===== src/rtl/core/ltc_pkg.sv =====
package ltc_pkg;

   // token kinds on the result channel
   localparam logic [3:0] KIND_DELIM = 4'd0;
   localparam logic [3:0] KIND_IDENT = 4'd1;
   localparam logic [3:0] KIND_INT   = 4'd2;
   localparam logic [3:0] KIND_REAL  = 4'd3;
   localparam logic [3:0] KIND_LOGIC = 4'd4;
   localparam logic [3:0] KIND_REL   = 4'd5;
   localparam logic [3:0] KIND_ASSIGN = 4'd6;
   localparam logic [3:0] KIND_ARITH = 4'd7;
   localparam logic [3:0] KIND_ERROR = 4'd8;

   // queue between front and back, in result bundles
   localparam int QPTR_W      = 2;
   localparam int QUEUE_DEPTH = 1 << QPTR_W;
   localparam int QCNT_W      = QPTR_W + 1;

   typedef struct packed {
      logic [7:0] ch;
      logic       line_end;
   } req_type;

   typedef struct packed {
      logic [3:0] token_kind;
      logic [7:0] bad_char;
      logic       last_of_run;
   } rsp_type;

   // all results caused by one character
   typedef struct packed {
      logic    two;
      rsp_type first;
      rsp_type second;
   } bundle_type;

endpackage


===== src/rtl/core/lexical_token_classifier.sv =====
// Lexical token classifier. Feed one character beat per clock on req_ with
// line_end set on the last character of a line; each finished token leaves on
// rsp_ as its kind (delimiter run, identifier, integer, real, logical,
// relational, assignment, arithmetic, or error with the offending byte), and
// last_of_run marks the final result of the character that caused it. The
// front scanner takes a character every cycle as long as its four-entry result
// queue has room, whatever the output side does; characters that close no
// token use no queue room. The back drains the queue one result per cycle while
// rsp_stall is low, so a character that closes two tokens at once (a token
// ended by a one-character token on line end) leaves its queue entry only
// after both of its results have been loaded. After an error the rest of the
// line is dropped, and bytes that cannot start a token are dropped silently.
module lexical_token_classifier (
   input  logic             clock,
   input  logic             reset,
   input  logic             req_valid,
   output logic             req_stall,
   input  ltc_pkg::req_type req_data,
   output logic             rsp_valid,
   input  logic             rsp_stall,
   output ltc_pkg::rsp_type rsp_data
);
   import ltc_pkg::*;

   // front to queue
   logic       q_push, q_full;
   bundle_type q_data;

   // queue to back
   logic       head_valid, pop;
   bundle_type head_data;

   // scan characters, track the token in progress, push closed tokens
   ltc_front u_front (
      .clock     (clock),
      .reset     (reset),
      .req_valid (req_valid),
      .req_stall (req_stall),
      .req_data  (req_data),
      .q_full    (q_full),
      .q_push    (q_push),
      .q_data    (q_data)
   );

   // hold result bundles so the scanner waits on a stalled output only once the queue is full
   ltc_queue u_queue (
      .clock      (clock),
      .reset      (reset),
      .push       (q_push),
      .push_data  (q_data),
      .full       (q_full),
      .pop        (pop),
      .head_valid (head_valid),
      .head_data  (head_data)
   );

   // split bundles into single result beats behind an output register
   ltc_back u_back (
      .clock      (clock),
      .reset      (reset),
      .head_valid (head_valid),
      .head_data  (head_data),
      .pop        (pop),
      .rsp_valid  (rsp_valid),
      .rsp_stall  (rsp_stall),
      .rsp_data   (rsp_data)
   );

endmodule


===== src/rtl/core/ltc_front.sv =====
module ltc_front (
   input  logic                clock,
   input  logic                reset,
   input  logic                req_valid,
   output logic                req_stall,
   input  ltc_pkg::req_type    req_data,
   input  logic                q_full,
   output logic                q_push,
   output ltc_pkg::bundle_type q_data
);
   import ltc_pkg::*;

   typedef enum logic [3:0] {
      PH_IDLE, PH_DELIM, PH_IDENT, PH_INT, PH_REAL, PH_BANG,
      PH_RELTWO, PH_EQ, PH_GT, PH_LT, PH_ARITH
   } phase_type;

   phase_type phase_ff, phase_in;
   logic      skip_ff, skip_in;

   logic [7:0] c;
   logic       accept, cont, err, emit_a, emit_b, kv_a, kv_b;
   logic [3:0] kind_a, kind_b;
   phase_type  nxt, after;

   function automatic logic is_letter(input logic [7:0] x);
      return (x >= 8'h61 && x <= 8'h7a) || (x >= 8'h41 && x <= 8'h5a);
   endfunction

   function automatic logic is_digit(input logic [7:0] x);
      return x >= 8'h30 && x <= 8'h39;
   endfunction

   function automatic logic is_delim(input logic [7:0] x);
      return x == 8'h20 || x == 8'h09 || x == 8'h0a;
   endfunction

   function automatic logic is_rel(input logic [7:0] x);
      return x == 8'h3d || x == 8'h21 || x == 8'h3e || x == 8'h3c;
   endfunction

   function automatic logic is_arith(input logic [7:0] x);
      return x == 8'h2b || x == 8'h2d || x == 8'h2a || x == 8'h2f;
   endfunction

   // kind of a closed token; valid low for idle
   function automatic logic [4:0] phase_kind(input phase_type p);
      logic [4:0] r;
      case (p)
         PH_DELIM:  r = {1'b1, KIND_DELIM};
         PH_IDENT:  r = {1'b1, KIND_IDENT};
         PH_INT:    r = {1'b1, KIND_INT};
         PH_REAL:   r = {1'b1, KIND_REAL};
         PH_BANG:   r = {1'b1, KIND_LOGIC};
         PH_RELTWO: r = {1'b1, KIND_REL};
         PH_EQ:     r = {1'b1, KIND_ASSIGN};
         PH_GT:     r = {1'b1, KIND_REL};
         PH_LT:     r = {1'b1, KIND_REL};
         PH_ARITH:  r = {1'b1, KIND_ARITH};
         default:   r = 5'd0;
      endcase
      return r;
   endfunction

   function automatic phase_type start_phase(input logic [7:0] x);
      phase_type r;
      if (is_delim(x)) r = PH_DELIM;
      else if (is_letter(x) || x == 8'h5f) r = PH_IDENT;
      else if (is_digit(x)) r = PH_INT;
      else if (x == 8'h21) r = PH_BANG;
      else if (x == 8'h3d) r = PH_EQ;
      else if (x == 8'h3e) r = PH_GT;
      else if (x == 8'h3c) r = PH_LT;
      else if (is_arith(x)) r = PH_ARITH;
      else r = PH_IDLE;
      return r;
   endfunction

   assign c         = req_data.ch;
   assign req_stall = q_full;
   assign accept    = req_valid && !q_full;

   always_comb begin
      cont = 1'b0;
      err  = 1'b0;
      nxt  = phase_ff;
      case (phase_ff)
         PH_DELIM: cont = is_delim(c);
         PH_IDENT: cont = is_letter(c) || is_digit(c) || c == 8'h5f;
         PH_INT: begin
            if (is_digit(c)) begin
               cont = 1'b1;
            end else if (c == 8'h2e) begin
               cont = 1'b1;
               nxt  = PH_REAL;
            end
         end
         PH_REAL: cont = is_digit(c);
         PH_BANG, PH_EQ, PH_GT, PH_LT: begin
            if (c == 8'h3d) begin
               cont = 1'b1;
               nxt  = PH_RELTWO;
            end
         end
         PH_RELTWO: err = is_rel(c);
         PH_ARITH:  err = is_arith(c);
         default:   nxt = PH_IDLE;
      endcase
   end

   assign {kv_a, kind_a} = phase_kind(phase_ff);
   assign after          = cont ? nxt : start_phase(c);
   assign {kv_b, kind_b} = phase_kind(after);
   assign emit_a         = !skip_ff && !err && !cont && kv_a;
   assign emit_b         = !skip_ff && !err && req_data.line_end && kv_b;

   always_comb begin
      q_data.two                = emit_a && emit_b;
      q_data.first.bad_char     = 8'd0;
      q_data.first.last_of_run  = !(emit_a && emit_b);
      q_data.second.token_kind  = kind_b;
      q_data.second.bad_char    = 8'd0;
      q_data.second.last_of_run = 1'b1;
      if (err) begin
         q_data.first.token_kind = KIND_ERROR;
         q_data.first.bad_char   = c;
      end else if (emit_a) begin
         q_data.first.token_kind = kind_a;
      end else begin
         q_data.first.token_kind = kind_b;
      end
   end

   assign q_push = accept && !skip_ff && (err || emit_a || emit_b);

   always_comb begin
      phase_in = phase_ff;
      skip_in  = skip_ff;
      if (accept) begin
         if (skip_ff) begin
            if (req_data.line_end) begin
               skip_in  = 1'b0;
               phase_in = PH_IDLE;
            end
         end else if (err) begin
            phase_in = PH_IDLE;
            skip_in  = !req_data.line_end;
         end else if (req_data.line_end) begin
            phase_in = PH_IDLE;
         end else begin
            phase_in = after;
         end
      end
   end

   always_ff @(posedge clock) begin
      if (reset) begin
         phase_ff <= PH_IDLE;
         skip_ff  <= 1'b0;
      end else begin
         phase_ff <= phase_in;
         skip_ff  <= skip_in;
      end
   end

endmodule


===== src/rtl/core/ltc_queue.sv =====
module ltc_queue (
   input  logic                clock,
   input  logic                reset,
   input  logic                push,
   input  ltc_pkg::bundle_type push_data,
   output logic                full,
   input  logic                pop,
   output logic                head_valid,
   output ltc_pkg::bundle_type head_data
);
   import ltc_pkg::*;

   bundle_type        slot_ff [QUEUE_DEPTH];
   logic [QPTR_W-1:0] wr_ff, wr_in, rd_ff, rd_in;
   logic [QCNT_W-1:0] cnt_ff, cnt_in;
   logic              do_pop;

   assign full       = cnt_ff == QCNT_W'(QUEUE_DEPTH);
   assign head_valid = cnt_ff != '0;
   assign head_data  = slot_ff[rd_ff];
   assign do_pop     = pop && head_valid;

   always_comb begin
      wr_in  = push ? wr_ff + QPTR_W'(1) : wr_ff;
      rd_in  = do_pop ? rd_ff + QPTR_W'(1) : rd_ff;
      cnt_in = cnt_ff + QCNT_W'(push) - QCNT_W'(do_pop);
   end

   always_ff @(posedge clock) begin
      if (reset) begin
         wr_ff  <= '0;
         rd_ff  <= '0;
         cnt_ff <= '0;
      end else begin
         wr_ff  <= wr_in;
         rd_ff  <= rd_in;
         cnt_ff <= cnt_in;
      end
   end

   always_ff @(posedge clock) begin
      if (push) begin
         slot_ff[wr_ff] <= push_data;
      end
   end

endmodule


===== src/rtl/core/ltc_back.sv =====
module ltc_back (
   input  logic                clock,
   input  logic                reset,
   input  logic                head_valid,
   input  ltc_pkg::bundle_type head_data,
   output logic                pop,
   output logic                rsp_valid,
   input  logic                rsp_stall,
   output ltc_pkg::rsp_type    rsp_data
);
   import ltc_pkg::*;

   logic    valid_ff, valid_in;
   logic    sel_ff, sel_in;
   rsp_type rsp_ff;
   logic    load;

   assign load      = head_valid && (!valid_ff || !rsp_stall);
   assign pop       = load && (sel_ff || !head_data.two);
   assign rsp_valid = valid_ff;
   assign rsp_data  = rsp_ff;

   always_comb begin
      valid_in = valid_ff;
      sel_in   = sel_ff;
      if (load) begin
         valid_in = 1'b1;
         sel_in   = !sel_ff && head_data.two;
      end else if (!rsp_stall) begin
         valid_in = 1'b0;
      end
   end

   always_ff @(posedge clock) begin
      if (reset) begin
         valid_ff <= 1'b0;
         sel_ff   <= 1'b0;
      end else begin
         valid_ff <= valid_in;
         sel_ff   <= sel_in;
      end
   end

   always_ff @(posedge clock) begin
      if (load) begin
         rsp_ff <= sel_ff ? head_data.second : head_data.first;
      end
   end

endmodule

===== config.mk =====
export PLATFORM = sky130hd
export DESIGN_NAME = lexical_token_classifier
export DESIGN_NICKNAME = d
export VERILOG_FILES = /design/src/rtl/core/ltc_pkg.sv /design/src/rtl/core/lexical_token_classifier.sv /design/src/rtl/core/ltc_front.sv /design/src/rtl/core/ltc_queue.sv /design/src/rtl/core/ltc_back.sv
export SDC_FILE = /design/constraint.sdc
export NUM_CORES = 1
export LEC_CHECK = 0
export BUFFER_PORTS_ARGS = -buffer_cell sky130_fd_sc_hd__buf_4
export CORE_MARGIN = 10
export CORE_UTILIZATION = 25
export CTS_BUF_LIST = sky130_fd_sc_hd__clkbuf_8
export DETAILED_ROUTE_END_ITERATION = 10
export GPL_TIMING_DRIVEN = 1
export HOLD_SLACK_MARGIN = 0.15
export PLACE_DENSITY_LB_ADDON = 0.05
export SLEW_MARGIN = 20
export SYNTH_ARGS = -nofsm -noshare
export SYNTH_HDL_FRONTEND = slang
export SYNTH_SLANG_ARGS = --single-unit
export TNS_END_PERCENT = 20

===== constraint.sdc =====
create_clock -name clock -period 7.9 [get_ports clock]
set_input_delay 0.395 -clock clock [delete_from_list [all_inputs] [get_ports clock]]
set_output_delay 0.395 -clock clock [all_outputs]
set_load 0.05 [all_outputs]

==> results.cfg, run 1 <==
[synthesis]
yosys.area.top_type = edfxtp_1
synth_top_area_frac = 0.496
synth-edff-count = 81
yosysSeqAreaShare = 0.577
synth.distinct_cells = 77
synth-seq-cells = 101
syn-mean-instance-area_um2 = 13.3
netlist_instances = 369
synthFlopType = edfxtp_1
async_reset_ff_frac = 0
synth_area_um2 = 4910
netlist_top_cells_area = edfxtp_1 (50%), dfxtp_1 (8.2%), mux4_2 (7.8%), ha_1 (3.1%), and2_1 (2.8%)
yosysWarnings = 0

[cts]
cts_setup_buffers = 0
post_cts_resize_count = 0
clk_pin_slew_ns = 0.10
h-tree-depth = 3
numCtsBuffers = 9
clockRootBuffer = clkbuf_8
cts_tree = built
hold_buffers = 0
clkSinkCount = 101
clk_latency_ns = 0.37
clock_path_buffers = 2

[setup_path]
crit_end = u_queue.slot_ff[2][15]
startpoint = u_front.phase_ff[3]
reg2reg_slack_ns = 3.69
worstRegToRegCells = 11
end_kind = flop
crit_fanout = 17
path_class = flop to flop
cp_top_family = compound AO/OA/AOI/OAI gates
startpoint_type = flop
cpMostUsedCell = and2_1
path_buf_inv = 0
arrival_ns = 4.20
slowest_delay_ns = 0.78
crit_slowest_cell = and2_1
path_depth = 11
worstReg2RegEnd = u_queue.slot_ff[2][15]
rr_startpoint = u_front.phase_ff[3]
crit_chain = nor3b_1, a32oi_1, a31oi_1, o21ai_1, a22o_1, and2_1, ha_1, a2111o_1, a41oi_2, o21a_4, and2_1
required_ns = 7.88

[global_routing]
top_usage_layer = met2
antenna_found_initial = 0
met3_usage = 0.0237
grt_pass1_vias = 3057
grt_overflow_total = 0
grt_pass1_wl_um = 17900
track_usage = 0.0900
met2_usage = 0.146
met1_usage = 0.113
grt_max_degree = 19

[power]
power_frac_comb = 0.330
ir_drop_uv = 75.1
p_int_w = 0.000937
sequentialPowerShare = 0.473
p_sw_w = 0.000515
pwr_density_cell_nw_per_um2 = 262
switching_share = 0.355
p_leak_nw = 1.97
clkPwrFrac = 0.198

[floorplanning]
core_um2 = 19400
die_h_um = 160
dieArea_um2 = 25600
start_util = 0.253
die_w_um = 160
io_pins = 28
num_rows = 51

[sta]
hold_viol_final = 0
max_freq_mhz = 237
setup_ws_ns = 3.69
clock_skew_ns = 0.0173
fin_crit_sh = 0.534
rsz0062_at_grt = no
period_minus_slack_ns = 4.21
relSlewSlack = 0.349
worstMarginPinSlew_ns = 0.977
setup_viol = 0
fin_tns_setup_ns = 0
finalMaxSlewViolations = 0

[layout]
nNetsFinal = 424
syn_to_final_growth_pct = 12.8
antenna_cells = 0
drive_above_1_share = 0.199
mostFrequentLayoutCells = edfxtp_1 (81), buf_4 (29), nand2_1 (26)
stdcell_area_um2 = 5540
layout_commonest_cell = edfxtp_1
finish.utilization = 0.285
fillers = 2008

[placed_design]
gp_congestion = 0.782
dpl_cell_area_um2 = 5380
hpwl_um = 7690
place.port_buffers = 27
post-place-ws_ns = 3.50

[routing]
wl_per_cell_um = 17.0
via_per_inst = 4.45
drtPass1Iterations = 4
drtAntennaViolNets = 0
drc_errors = 0
first_iter_violations = 193
num_vias = 2968
wirelength_um = 11300

[run]
drv_cap = 0

[hold_path]
hp-class = input pin to flop

[outcome]
status = finished, final reports clean
[how the worst min path moves through the flow]
stage,from,endpoint,cells after the start
floorplan,u_back.sel_ff,u_back.sel_ff,2
global placement,u_back.rsp_valid,u_back.rsp_valid,2
detailed placement,u_back.rsp_valid,u_back.rsp_valid,2
CTS,req_valid,u_front.skip_ff,2
global route,req_valid,u_front.skip_ff,2
finish,req_valid,u_front.skip_ff,2
[power groups by stage]
stage          combinational [W]  clock [W]  sequential [W]
2_1_floorplan           0.000234          0        0.000816
3_3_place_gp            0.000494          0        0.000702
3_5_place_dp            0.000493          0        0.000701
4_1_cts                 0.000495   0.000306        0.000688
5_1_grt                 0.000525   0.000326        0.000695
6_report                0.000479   0.000287        0.000686
[kinds of logic (layout without fill, tap and decap cells)]
| family | count (synthesis) | after routing | share of synthesized area |
|---|---|---|---|
| other cells | 1 | 8 | 0.000764 |
| fa+ha+maj | 14 | 14 | 0.0367 |
| buf+inv | 43 | 69 | 0.0400 |
| compound gates | 55 | 55 | 0.0959 |
| flops | 101 | 101 | 0.577 |
| xor+xnor | 7 | 7 | 0.0125 |
| mux | 23 | 23 | 0.0920 |
| simple gates | 125 | 125 | 0.145 |
[sequential cells by signal, indices dropped and copies added, names as in the netlist, named ones only]
name / count
u_back.rsp_data: 13
u_back.rsp_valid: 1
u_back.sel_ff: 1
u_front.kind_a: 3
u_front.kv_a: 1
u_front.phase_ff: 4
u_front.skip_ff: 1
u_queue.cnt_ff: 3
u_queue.rd_ff: 2
u_queue.slot_ff: 68
u_queue.wr_ff: 2
[layout make-up]
cell class | count | area (um^2) | share of cell area
clock buffer | 9 | 124 | 0.0224
timing repair buffer | 29 | 218 | 0.0393
tap | 265 | 332 | 0.0599
sequential | 101 | 2830 | 0.512
clock inverter | 6 | 31.3 | 0.00565
inverter | 25 | 93.8 | 0.0169
multi-input combinational | 232 | 1910 | 0.344
[through the flow]
stage | std cells | total power, W | hold slack [ns]
2_1_floorplan | 376 | 0.00105 | 0.483
3_3_place_gp | 652 | 0.00120 | 0.456
3_5_place_dp | 652 | 0.00119 | 0.462
4_1_cts | 667 | 0.00149 | 0.222
5_1_grt | 667 | 0.00155 | 0.223
6_report | 667 | 0.00145 | 0.253
[routing by layer]
metal	vias up	wire (um)
li1	1422	-
met1	1476	5340
met2	55	5450
met3	15	366
met4	0	193
met5	-	0
[cells in the mapped netlist, types with 3 or more instances]
| cell type | n |
|---|---|
| edfxtp_1 | 81 |
| nand2_1 | 26 |
| inv_1 | 25 |
| nor2_1 | 23 |
| and2_1 | 22 |
| dfxtp_1 | 20 |
| mux4_2 | 17 |
| ha_1 | 12 |
| a21oi_1 | 11 |
| nand3_1 | 8 |
| nor2b_1 | 7 |
| and3_1 | 6 |
| buf_2 | 6 |
| clkbuf_1 | 6 |
| o21ai_0 | 5 |
| nor4_1 | 4 |
| xnor2_1 | 4 |
| a22o_1 | 3 |
| a32oi_1 | 3 |
| buf_6 | 3 |
| mux2_2 | 3 |
| nand4_1 | 3 |
| nor3_1 | 3 |
| xor2_1 | 3 |
(Power assumes the default switching activity.)
==> run 2, diff against run 1 <==
==> constraint.sdc (replaced) <==
create_clock -name clock -period 4.38 [get_ports clock]
set_input_delay 0.219 -clock clock [delete_from_list [all_inputs] [get_ports clock]]
set_output_delay 0.219 -clock clock [all_outputs]
set_load 0.05 [all_outputs]
==> run 2 against run 1 <==
Net effect: non-clock buffer count grew 9; highest routed layer unchanged; combinational power grew 84%; first-iteration DRC count shrank 35%; via count shrank 0.13%.
==> results.cfg, run 2 (synthesized netlist as in run 1, its figures left out) <==
[setup_path]
required_ns = 4.65
arrival_ns = 4.20
path_class = flop to flop
crit_fanout = 11
startpoint_type = flop
end_kind = flop

[layout]
ff_latch_area_um2 = 2830
drive_above_1_share = 0.206
multiInputGateArea_um2 = 1900
largest-register = u_queue.slot_ff
finish.utilization = 0.290
layout_commonest_cell = edfxtp_1
largest_reg_flops = 68
syn_to_final_growth_pct = 14.6
nNetsFinal = 433
mostFrequentLayoutCells = edfxtp_1 (81), buf_4 (34), inv_1 (27)
fillers = 2036
antenna_cells = 0

[power]
clkPwrFrac = 0.204
ir_drop_uv = 133
pwr_density_cell_nw_per_um2 = 471
p_sw_w = 0.000946
power_frac_comb = 0.332
sequentialPowerShare = 0.464
p_int_w = 0.00170
switching_share = 0.357
p_leak_nw = 2.03

[cts]
cts_setup_buffers = 0
numCtsBuffers = 9
clock_path_buffers = 2
clk_pin_slew_ns = 0.10
clkSinkCount = 101
clk_latency_ns = 0.38
clockRootBuffer = clkbuf_8
h-tree-depth = 3
cts_tree = built

[floorplanning]
die_w_um = 160
num_rows = 51
core_um2 = 19400
die_h_um = 160
io_pins = 28
dieArea_um2 = 25600
start_util = 0.253

[sta]
setup_viol = 0
hold_viol_final = 0
period_minus_slack_ns = 3.93
finalMaxSlewViolations = 0
relSlewSlack = 0.468
fin_tns_setup_ns = 0
rsz0062_at_grt = no
clock_skew_ns = 0.0190
max_freq_mhz = 254
fin_crit_sh = 0.897
setup_ws_ns = 0.450
worstMarginPinSlew_ns = 0.794

[global_routing]
grt_max_degree = 19
grt_pass1_wl_um = 18200
grt_overflow_total = 0
track_usage = 0.0911
grt_pass1_vias = 3147
antenna_found_initial = 0

[routing]
drtAntennaViolNets = 0
num_vias = 2964
via_per_inst = 4.38
first_iter_violations = 125
wl_per_cell_um = 16.8
drc_errors = 0
wirelength_um = 11300
drtPass1Iterations = 4

[placed_design]
gp_congestion = 0.814
post-place-ws_ns = 0.449
place.port_buffers = 27
hpwl_um = 7850

[outcome]
status = finished, final reports clean

[hold_path]
hp-class = input pin to flop

[run]
drv_cap = 0
[run 2: critical path, cell delays in order (launching register included)]
cell and delay, ns:
dfxtp_1 0.58, nor2b_1 0.33, nand2_1 0.09, nor4_1 0.47, a41oi_4 0.11, a22o_1 0.29, and2_1 0.15, ha_1 0.22
a2111o_1 0.39, a41oi_2 0.23, o21a_4 0.22, ha_1 0.18, fa_1 0.42, nor2b_1 0.14
[run 2: path summary, 6_finish.rpt]
check	slack (ns)	startpoint	cells past startpoint	to
max	0.45	u_front.phase_ff[1]	13	u_queue.cnt_ff[1]
min	0.28	req_data[0]	3	u_front.phase_ff[3]
max reg2reg	0.45	u_front.phase_ff[1]	13	u_queue.cnt_ff[1]
min reg2reg	0.47	u_back.rsp_valid	2	u_back.rsp_valid
[run 2: stage by stage]
| stage | power, W | hold slack [ns] | std cells | instance area, um^2 |
|---|---|---|---|---|
| detailed placement | 0.00217 | 0.464 | 657 | 5420 |
| CTS | 0.00272 | 0.250 | 677 | 5630 |
| finish | 0.00265 | 0.278 | 677 | 5630 |
| global placement | 0.00216 | 0.455 | 657 | 5420 |
| global route | 0.00281 | 0.279 | 677 | 5630 |
| floorplan | 0.00190 | 0.329 | 376 | 4930 |
[run 2: power by group through the flow]
| stage | combinational (W) | sequential, W | clock (W) |
|---|---|---|---|
| after global routing | 0.000963 | 0.00124 | 0.000608 |
| after detailed placement | 0.000911 | 0.00125 | 0 |
| after global placement | 0.000902 | 0.00125 | 0 |
| after CTS | 0.000914 | 0.00123 | 0.000573 |
| final | 0.000880 | 0.00123 | 0.000539 |
| after floorplan | 0.000423 | 0.00147 | 0 |
[run 2: timing repair]
item | 4_1_cts | 5_1_grt
gates resized for setup | 0 | 0
endpoints found under the hold margin | 4 | 0
hold buffers | 4 | 0
[run 2: per-layer routing]
layer / track usage / vias to the layer above / part of all wire
met5: 0 / - / 0
met1: 0.110 / 1452 / 0.46
met3: 0.0203 / 16 / 0.030
met2: 0.151 / 55 / 0.49
met4: 0.0409 / 0 / 0.021
li1: - / 1441 / -
[run 2: layout make-up]
| class | instances | share of cell area |
|---|---|---|
| clock buffer | 9 | 0.0220 |
| clock inverter | 7 | 0.00778 |
| inverter | 25 | 0.0167 |
| multi-input combinational | 232 | 0.339 |
| sequential | 101 | 0.504 |
| tap | 265 | 0.0589 |
| timing repair buffer | 38 | 0.0525 |
==> run 3, diff against run 2 <==
--- a/config.mk
+++ b/config.mk
@@ -6,7 +6,7 @@
 export NUM_CORES = 1
 export LEC_CHECK = 0
 export BUFFER_PORTS_ARGS = -buffer_cell sky130_fd_sc_hd__buf_4
-export CORE_MARGIN = 10
+export CORE_MARGIN = 2
 export CORE_UTILIZATION = 25
 export CTS_BUF_LIST = sky130_fd_sc_hd__clkbuf_8
 export DETAILED_ROUTE_END_ITERATION = 10
@@ -16,5 +16,6 @@
 export SLEW_MARGIN = 20
 export SYNTH_ARGS = -nofsm -noshare
 export SYNTH_HDL_FRONTEND = slang
+export SYNTH_HIERARCHICAL = 1
 export SYNTH_SLANG_ARGS = --single-unit
 export TNS_END_PERCENT = 20
==> constraint.sdc (replaced) <==
create_clock -name clock -period 4.73 [get_ports clock]
set_input_delay 0.2365 -clock clock [delete_from_list [all_inputs] [get_ports clock]]
set_output_delay 0.2365 -clock clock [all_outputs]
set_load 0.05 [all_outputs]
==> run 3 against run 2 <==
Net effect: the flow now finishes with violations (DRC); total power increased by 18%; hold slack improved by 0.023 ns; cell count increased by 20%; critical path type unchanged; clock skew decreased by 0.0039 ns; core utilization decreased by 0.14 points; synthesized area increased by 36%; die area increased by 9.1%; sequential share of layout area increased by 3.1 points.
==> results.cfg, run 3 <==
[sta]
max_freq_mhz = 252
clock_skew_ns = 0.0150
fin_crit_sh = 0.837
whs_ns = 0.301
relSlewSlack = 0.572
setup_viol = 0
finalMaxSlewViolations = 0
fin_tns_setup_ns = 0
period_minus_slack_ns = 3.96
rsz0062_at_grt = no
worstMarginPinSlew_ns = 0.635
hold_viol_final = 0

[synthesis]
synth_top_area_frac = 0.546
syn-mean-instance-area_um2 = 15.4
netlist_top_cells_area = edfxtp_1 (55%), mux4_2 (6.8%), dfxtp_1 (6.0%), mux2_2 (3.0%), mux4_1 (2.8%)
async_reset_ff_frac = 0
yosysSeqAreaShare = 0.606
synth-edff-count = 121
yosys.area.top_type = edfxtp_1
synth.distinct_cells = 74
synth_area_um2 = 6660
synthFlopType = edfxtp_1
netlist_instances = 432
synth-seq-cells = 141
yosysWarnings = 6
synth_most_common_cell = edfxtp_1
yosys-top-cells-count = edfxtp_1 (121), nor2_1 (25), dfxtp_1 (20), mux4_2 (20)

[floorplanning]
start_util = 0.255
num_rows = 59
die_w_um = 167
dieArea_um2 = 28000
core_um2 = 26100
io_pins = 28
die_h_um = 167

[outcome]
violations = DRC
status = complete, but fails checks

[setup_path]
worstRegToRegCells = 13
reg2reg_slack_ns = 0.77
arrival_ns = 4.04
worstReg2RegEnd = u_queue/slot_ff[0][9]
slowest_delay_ns = 0.57
end_kind = flop
crit_fanout = 27
rr_startpoint = u_front/phase_ff[0]
required_ns = 4.81
path_class = flop to flop
crit_chain = nor2b_1, o311a_1, a31oi_1, o311ai_4, mux2i_1, inv_1, ha_1, nand2_1, o211ai_1, a311oi_1, buf_4, and2_1, buf_4
cpMostUsedCell = buf_4
startpoint_type = flop
crit_slowest_cell = dfxtp_1

[power]
p_sw_w = 0.000983
sequentialPowerShare = 0.479
ir_drop_uv = 145
switching_share = 0.314
pwr_density_cell_nw_per_um2 = 415
clkPwrFrac = 0.304
p_leak_nw = 2.56
p_int_w = 0.00215
power_frac_comb = 0.218

[hold_path]
hp-class = input pin to flop
holdPathEnd = u_queue/slot_ff[0][18]
hold_path_startpoint = req_data[5]
whs_path_depth = 2

[cts]
cts_setup_buffers = 0
clockRootBuffer = clkbuf_8
cts_tree = built
h-tree-depth = 4
clock_path_buffers = 2
clk_pin_slew_ns = 0.08
clkSinkCount = 141
clk_latency_ns = 0.44
numCtsBuffers = 17

[layout]
mostFrequentLayoutCells = edfxtp_1 (121), buf_4 (36), nor2_1 (25)
drive_above_1_share = 0.246
antenna_cells = 0
layout_commonest_cell = edfxtp_1
fin_cells = 814
largest_reg_flops = 108
syn_to_final_growth_pct = 13.3
nNetsFinal = 493
largest-register = u_queue/slot_ff
stdcell_area_um2 = 7540

[routing]
wl_per_cell_um = 17.6
first_iter_violations = 210
via_per_inst = 4.44
wirelength_um = 14300
num_vias = 3618
drtPass1Iterations = 7
drtAntennaViolNets = 0
drc_errors = 1

[global_routing]
track_usage = 0.107
grt_pass1_wl_um = 22300
grt_pass1_vias = 3798
antenna_found_initial = 0
grt_overflow_total = 0
grt_max_degree = 28

[placed_design]
hpwl_um = 8920
gp_congestion = 0.767
dpl_cell_area_um2 = 7110
dp.cells = 777
place.port_buffers = 27

[run]
drv_cap = 0
[run 3: changes by cell type in the layout (fill, tap and decap cells not counted), moves of 5 or more]
| cell | previous run | this run |
|---|---|---|
| edfxtp_1 | 81 | 121 |
| mux2_2 | 3 | 18 |
| and2_1 | 22 | 12 |
| inv_1 | 27 | 18 |
| clkbuf_8 | 9 | 17 |
| nand2_1 | 26 | 18 |
| mux4_1 | 0 | 7 |
| inv_6 | 1 | 7 |
| and3_1 | 6 | 1 |
| nand3_1 | 8 | 3 |
[run 3: cell type report]
class / count / area (um^2)
clock buffers: 17 / 234
clock inverters: 15 / 148
fillers: 2695 / 18600
inverters: 18 / 67.6
multi-input cells: 247 / 2320
flip-flops and latches: 141 / 4040
well taps: 335 / 419
repair buffers: 41 / 320
[run 3: repair_timing]
item,4_1_cts,5_1_grt
hold buffers,5,0
gates resized for setup,0,0
hold endpoints to repair,9,0
[run 3: how the worst max path moves through the flow]
stage                         from                endpoint  cells after the start
2_1_floorplan          req_data[3]   u_queue/slot_ff[0][0]                     12
3_3_place_gp           req_data[2]   u_queue/slot_ff[0][7]                     14
3_5_place_dp           req_data[2]   u_queue/slot_ff[2][7]                     14
4_1_cts        u_front/phase_ff[0]  u_queue/slot_ff[2][19]                     13
5_1_grt        u_front/phase_ff[0]   u_queue/slot_ff[0][9]                     13
6_report       u_front/phase_ff[0]   u_queue/slot_ff[0][9]                     13
[run 3: kinds of logic after synthesis]
kind of cell,Yosys count,synth area share
multiplexers,52,0.137
adder cells (fa/ha/maj),14,0.0274
XOR/XNOR,2,0.00489
flip-flops,141,0.606
buffers and inverters,54,0.0521
AO/OA/AOI/OAI,63,0.0756
other,2,0.00113
AND/OR/NAND/NOR,104,0.0960
[run 3: critical path: cells and delay by family, from the launching register on]
| family | cells | cell delay (ns) |
|---|---|---|
| buffers and inverters | 3 | 0.72 |
| AOI/OAI and AO/OA | 5 | 1.21 |
| muxes | 1 | 0.48 |
| DFF | 1 | 0.57 |
| and+or+nand+nor | 3 | 0.39 |
| adders and majority gates | 1 | 0.22 |
[run 3: power by group through the flow]
stage               logic (W)  registers, W  clock network, W
global placement     0.000690       0.00153                 0
global route         0.000731       0.00151           0.00105
CTS                  0.000696       0.00150          0.000993
finish               0.000681       0.00150          0.000951
detailed placement   0.000688       0.00153                 0
floorplan            0.000323       0.00171                 0
[run 3: routing by layer]
layer,up-vias,share of wire,GRT usage
met4,0,0.0089,0.0272
met3,10,0.025,0.0262
met2,49,0.49,0.182
met5,-,0,0
met1,1830,0.47,0.138
li1,1729,-,-
[run 3: through the flow]
step	util	total power [W]	setup WS (ns)
global route	0.289	0.00329	0.399
floorplan	-	0.00203	0.783
CTS	0.289	0.00319	0.664
finish	0.289	0.00313	0.769
global placement	0.272	0.00222	0.694
detailed placement	0.272	0.00222	0.631
